$ cat config.mk
export PLATFORM = sky130hd
export DESIGN_NAME = knn_front
export DESIGN_NICKNAME = d
export VERILOG_FILES = /design/src/rtl/core/knn_front.sv
export SDC_FILE = /design/constraint.sdc
export NUM_CORES = 1
export LEC_CHECK = 0
export CELL_PAD_IN_SITES_DETAIL_PLACEMENT = 0
export CELL_PAD_IN_SITES_GLOBAL_PLACEMENT = 1
export CORE_MARGIN = 2
export CORE_UTILIZATION = 36
export DETAILED_ROUTE_END_ITERATION = 8
export DONT_BUFFER_PORTS = 1
export GPL_ROUTABILITY_DRIVEN = 0
export PLACE_DENSITY = 0.53
export SYNTH_ARGS = -nofsm -noshare
export SYNTH_HDL_FRONTEND = slang
export SYNTH_SLANG_ARGS = --single-unit
$ cat constraint.sdc
create_clock -name clk -period 3 [get_ports clk]
set_clock_uncertainty 0.05 [all_clocks]
set_input_delay 0.6 -clock clk [delete_from_list [all_inputs] [get_ports clk]]
set_output_delay 0.6 -clock clk [all_outputs]
set_load 0.005 [all_outputs]
$ cat src/rtl/core/knn_front.sv
// knn_front: accepts input items and queues them for the search engine
// depends on nothing
module knn_front #(
  parameter int unsigned Width = 43,
  parameter int unsigned Depth = 2
) (
  input  logic             clk,
  input  logic             rst,
  input  logic             in_valid,
  output logic             in_ready,
  input  logic [Width-1:0] in_data,
  output logic             q_valid,
  input  logic             q_ready,
  output logic [Width-1:0] q_data
);
  localparam int unsigned PtrBits = (Depth > 1) ? $clog2(Depth) : 1;

  logic [Width-1:0] slots [Depth];
  logic [PtrBits-1:0] wr_ptr;
  logic [PtrBits-1:0] rd_ptr;
  logic [PtrBits:0] fill;
  logic push;
  logic pop;

  assign in_ready = (fill != Depth[PtrBits:0]);
  assign q_valid  = (fill != '0);
  assign q_data   = slots[rd_ptr];
  assign push = in_valid && in_ready;
  assign pop  = q_valid && q_ready;

  // queue storage
  always_ff @(posedge clk) begin
    if (push) begin
      slots[wr_ptr] <= in_data;
    end
  end

  // queue pointers
  always_ff @(posedge clk) begin
    if (rst) begin
      wr_ptr <= '0;
      rd_ptr <= '0;
      fill   <= '0;
    end else begin
      if (push) begin
        wr_ptr <= (wr_ptr == PtrBits'(Depth - 1)) ? '0 : wr_ptr + 1'b1;
      end
      if (pop) begin
        rd_ptr <= (rd_ptr == PtrBits'(Depth - 1)) ? '0 : rd_ptr + 1'b1;
      end
      fill <= fill + {{PtrBits{1'b0}}, push} - {{PtrBits{1'b0}}, pop};
    end
  end

  queue_bound_a: assert property (@(posedge clk) disable iff (rst)
    fill <= Depth[PtrBits:0]) else $error("queue overfilled");
  no_pop_empty_a: assert property (@(posedge clk) disable iff (rst)
    (fill == '0) |-> !pop) else $error("pop from empty queue");
  fill_track_a: assert property (@(posedge clk) disable iff (rst)
    (push && !pop) |=> (fill == $past(fill) + 1'b1)) else $error("fill count slip");
endmodule

==> results.cfg, run 1 <==
[cts]
holdBufCountCts = 0
cts_buffers = 9
ctsRootBufferMaster = clkbuf_8
post-cts-setup-buffers = 0
tritoncts = done
cts-htree-levels = 3
insertion_delay_ps = 330
cts_sinks = 91
clockBufferDepth = 2
clk_pin_slew_worst_paths_ps = 70
cts_resized = 0

[outcome]
status = finished, final reports clean

[yosys]
syn_area_per_cell_um2 = 20.55
syn-num-nets = 211
synth_top_cell_area_share = 0.7710
synth_area_um2 = 3349
yosysTopAreaCell = edfxtp_1
ys_top_cells_by_count = edfxtp_1, mux2_2, buf_2, dfxtp_1, nor2_1
ys_top_cells_by_area = edfxtp_1, mux2_2, dfxtp_1, buf_2, nor2_1
synth_seq_cells = 91
yosys_warnings = 0
synth_enable_flop_cells = 86
synth-async-reset-ratio = 0
seq_area_frac_synth = 0.8009
synth_ff_type = edfxtp_1
synth.distinct_cells = 22
synth_most_common_cell = edfxtp_1
synthCells = 163

[die]
die-area_um2 = 10090
initial_core_util = 0.3660
dieWidth_um = 100.5
die_h_um = 100.5
coreArea_um2 = 9153
ios = 92
row_count = 35

[hold_path]
hp-class = in2reg

[finish]
drive_above_1_share = 0.3596
nets = 221
multi_input_area_um2 = 639.4
fill_cells = 824
final_util = 0.4010
ff_latch_area_um2 = 2684
insertedDiodeCount = 0
area_growth_pct = 9.563

[global_route]
busiest_layer = met2
overflow = 0
grt_pass1_wl_um = 8307
grtUsageMet3 = 0.05548
grt_max_degree = 28
grt_pass1_vias = 1558
met1_usage = 0.1081
use_met2 = 0.2055
track_usage = 0.1145
grt_antenna_before_repair = 0

[power_and_ir_drop]
p_leak_nw = 1.175
powerDensity_nw_per_um2 = 742.9
internal_power_w = 0.002053
p_clk_frac = 0.251
vdd_drop_max_v = 0.0002807
p_sw_w = 0.0006737
p_sw_frac = 0.2471
p_comb_frac = 0.158
power_frac_seq = 0.591

[route]
via_per_inst = 4.948
ant_nets = 0
drt-total-wl_um = 5660
wire_per_inst_um = 19.58
drt_pass1_iterations = 4
via_count = 1430
drt_iter0_markers = 32
drc_errors = 0

[setup_path]
endpoint_kind = output pin
cp_max_fo = 27
crit_type = reg2out
worstPathArrival_ps = 1590
ff2ff_setup_slack_ps = 1040
startpoint_type = flip-flop
required_ps = 2350

[run]
drv_cap = 0

[sta]
slew_viol_final = 0
max_slew_margin = 0.6754
period_minus_slack_ps = 2238
fin_setup_tns_ps = 0
hold_violations = 0
period_share = 0.7460
setup_violations = 0
clock.fmax_mhz = 446.9
grt_setup_unrepaired = false
worstMarginPinSlew_ps = 486.9

[place]
portBuffers = 0
hpwl_um = 3903
worst max-delay path: stages (launching register included):
cell and delay [ps]:
dfxtp_2 600, buf_12 250, mux2_2 380
routing by layer:
layer | part of all wire | wire (um)
met2 | 0.53 | 2977
met1 | 0.37 | 2086
met4 | 0.020 | 114
met3 | 0.085 | 481
met5 | 0 | 0
final cells by class:
cell class                      instances  area share
Clock buffer                           11     0.03580
Clock inverter                          5    0.008183
Inverter                                1    0.001023
Multi-Input combinational cell         66      0.1742
Sequential cell                        91      0.7313
Tap cell                              111     0.03785
Timing Repair Buffer                    4     0.01159
power by group through the flow:
stage | sequential [W] | clock, W | combinational, W
floorplan | 0.00160 | 0 | 0.000367
global placement | 0.00163 | 0 | 0.000435
detailed placement | 0.00164 | 0 | 0.000443
CTS | 0.00162 | 0.000708 | 0.000446
global route | 0.00163 | 0.000766 | 0.000471
finish | 0.00161 | 0.000683 | 0.000432
sequential cells by signal, indices dropped and copies added (netlist names), named ones only:
| signal | flops |
|---|---|
| fill | 2 |
| rd_ptr | 1 |
| wr_ptr | 1 |
| slots | 86 |
final timing paths:
| check | start | end | cells after the start |
|---|---|---|---|
| hold reg to reg | rd_ptr$_SDFFE_PP0P_ | rd_ptr$_SDFFE_PP0P_ | 2 |
| setup / recovery | flip-flop | q_data[42] | 2 |
| hold / removal | rst | flip-flop | 1 |
| setup reg to reg | fill[0]$_SDFF_PP0_ | slots[0][10]$_DFFE_PP_ | 4 |
placed cells by master (no fill, tap or decap), types with 2 or more instances in the layout:
cell and n:
buf_4 3, clkbuf_1 2, clkbuf_8 9, clkinv_1 2, clkinvlp_4 3, dfxtp_1 4, edfxtp_1 86, mux2_2 43
nor2_1 5, nor2b_1 2, o21ai_0 2
logic make-up (layout without fill, tap and decap cells):
logic type | count (synthesis) | after routing | synth area share
adders and majority gates | 1 | 1 | 0.003735
DFF | 91 | 91 | 0.8009
AOI/OAI and AO/OA | 7 | 7 | 0.01532
xor gates and xnor gates | 1 | 1 | 0.002615
buffers and inverters | 6 | 21 | 0.008589
muxes | 44 | 44 | 0.1479
and+or+nand+nor | 13 | 13 | 0.02092
metrics by stage:
step | area [um2] | std cells | worst slack (ps) | power [W] | hold slack, ps
2_1_floorplan | 3349 | 163 | 852.9 | 0.001971 | 422.5
3_5_place_dp | 3508 | 273 | 1013 | 0.002087 | 455.7
4_1_cts | 3670 | 289 | 704.9 | 0.002770 | 251.7
5_1_grt | 3670 | 289 | 654.0 | 0.002868 | 248.8
6_report | 3670 | 289 | 762.1 | 0.002726 | 269.6
3_3_place_gp | 3508 | 273 | 1101 | 0.002067 | 439.4
No activity file was read; power rests on OpenSTA's default activity.
==> run 2, diff against run 1 <==
Settings changed: ABC_AREA set to 1, PLACE_DENSITY 0.53 to 0.55.
Clock period 3 ns to 2 ns, I/O delays scaled along.
==> run 2 against run 1 <==
  * Clock-buffer cell count stayed put
  * Cell count is 10% higher
  * Hold slack worse by 200 ps
  * Via count is 0.49% higher
  * Critical path depth stayed put
  * Total power is 75% higher
  * Clock power is 70% higher
  * Core utilization hardly changed
  * Flip-flop and latch count stayed put
  * Synthesized cell count is 4.3% higher
  * First-iteration DRC count is 22% higher
  * Die area is 5.8% higher
  * Critical path type unchanged
  * Largest cell class unchanged
  * Largest power group unchanged
==> results.cfg, run 2 <==
[hold_path]
hp-class = in2reg

[outcome]
status = finished, final reports clean

[cts]
holdBufCountCts = 0
clockBufferDepth = 2
cts_resized = 0
post-cts-setup-buffers = 0
tritoncts = done
clk_pin_slew_worst_paths_ps = 80
insertion_delay_ps = 340
cts_sinks = 91
cts_buffers = 9
ctsRootBufferMaster = clkbuf_8
cts-htree-levels = 3

[die]
initial_core_util = 0.3667
die-area_um2 = 10670
coreArea_um2 = 9684
row_count = 36
die_h_um = 103.3
dieWidth_um = 103.3
ios = 92

[sta]
slew_viol_final = 0
period_share = 0.8882
max_slew_margin = 0.7645
setup_violations = 0
fin_ws_ps = 223.7
fin_setup_tns_ps = 0
clock.fmax_mhz = 563.0
worstMarginPinSlew_ps = 353.2
hold_violations = 0
period_minus_slack_ps = 1776
grt_setup_unrepaired = false

[global_route]
busiest_layer = met2
grt_pass1_wl_um = 8411
grt_max_degree = 31
track_usage = 0.1094
grtUsageMet3 = 0.05511
overflow = 0
use_met2 = 0.1853
grt_antenna_before_repair = 0
met1_usage = 0.1186
grt_pass1_vias = 1551

[route]
drt-total-wl_um = 5646
drt_pass1_iterations = 4
drt_iter0_markers = 39
drc_errors = 0
ant_nets = 0
wire_per_inst_um = 17.70
via_count = 1437
via_per_inst = 4.505

[yosys]
synthCells = 170
synthMuxAreaShare = 0.1786
synth_top_cell_area_share = 0.7273
seq_area_frac_synth = 0.7555
synth_most_common_cell = edfxtp_1
synth-compound-area-share = 0.002819
synth_seq_cells = 91
ys_top_cells_by_count = edfxtp_1, mux2_4, inv_1, nor2_1, nand2_1
syn-num-nets = 218
synth_ff_type = edfxtp_1
syn_area_per_cell_um2 = 20.89
synth_enable_flop_cells = 86
synth-async-reset-ratio = 0
synth-adder-area-share = 0.003524
synth.distinct_cells = 16
synth_area_um2 = 3551
yosys.area_share.simple = 0.02290
synth_top_family_by_area = multiplexers
yosysTopAreaCell = edfxtp_1
ys_top_cells_by_area = edfxtp_1, mux2_4, dfxtp_1, buf_12, mux2_2
synth_xor_area_frac = 0.002467
yosys_warnings = 0

[setup_path]
endpoint_kind = output pin
worstPathArrival_ps = 1330
crit_type = reg2out
cp_max_fo = 30
required_ps = 1550
startpoint_type = flip-flop

[finish]
drive_above_1_share = 0.3656
final_cells = 319
final_common_cell = edfxtp_1
layout_common_cells = edfxtp_1, mux2_4, clkbuf_8
largest_register_ffs = 86
regMostFlops = slots
largestRegisters = slots: 86 flops, fill: 2 flops
nets = 230
area_growth_pct = 9.373
insertedDiodeCount = 0

[place]
portBuffers = 0
dpl_worst_slack_ps = 446.3
dp_cells = 304
hpwl_um = 3933

[power_and_ir_drop]
p_leak_nw = 1.344
vdd_drop_max_v = 0.0005555
powerDensity_nw_per_um2 = 1227
power_w = 0.004764

[run]
drv_cap = 0
[run 2: cell count changes after synthesis, sizes merged, moves of 2 or more]
cell and delta:
nand2 +8, nor2b -2, nor2 +4, a21bo -2, inv +7, o21ai -2
[run 2: path summary, 6_finish.rpt]
check / from / to / slack [ps] / cells after the start
hold reg to reg: rd_ptr$_SDFFE_PP0P_ / rd_ptr$_SDFFE_PP0P_ / 470 / 2
setup / recovery: flip-flop / q_data[38] / 220 / 2
setup reg to reg: fill[0]$_SDFF_PP0_ / fill[1]$_SDFF_PP0_ / 430 / 10
hold / removal: rst / fill[0]$_SDFF_PP0_ / 70 / 1
[run 2: power by group]
part           total [W]  leakage, nW  internal (W)  switching (W)
registers        0.00251        0.845       0.00242      0.0000899
logic            0.00109        0.417      0.000537       0.000557
clock network    0.00116       0.0816      0.000572       0.000591
[run 2: logic make-up (layout without fill, tap and decap cells)]
family                     count (synthesis)  count (layout)
buffers and inverters                     13              29
AOI/OAI and AO/OA                          2               2
and+or+nand+nor                           19              19
DFF                                       91              91
muxes                                     43              43
xor gates and xnor gates                   1               1
adders and majority gates                  1               1
[run 2: area by class of cell]
| cell class | count | area (um2) |
|---|---|---|
| clock buffer | 11 | 131.4 |
| clock inverter | 4 | 52.55 |
| fill | 898 | 5801 |
| inverter | 8 | 30.03 |
| multi-input combinational | 66 | 762.0 |
| sequential | 91 | 2684 |
| tap | 133 | 166.4 |
| timing repair buffer | 6 | 57.56 |
[run 2: critical path, cell delays in order, from the launching register on]
cell,delay (ps)
dfxtp_2,350
buf_12,240
mux2_2,380
[run 2: per-stage QoR]
step | area [um2] | utilization | hold slack (ps)
floorplan | 3566 | - | 416.9
global placement | 3700 | 0.3820 | 422.6
detailed placement | 3700 | 0.3820 | 426.2
CTS | 3884 | 0.4010 | 52.86
global route | 3884 | 0.4010 | 38.44
finish | 3884 | 0.4010 | 70.10
[run 2: layer usage]
layer  wire, um  up-vias
met5          0        -
met4         57        0
met3        482        5
met2       3038       50
met1       2067      725
li1           -      657
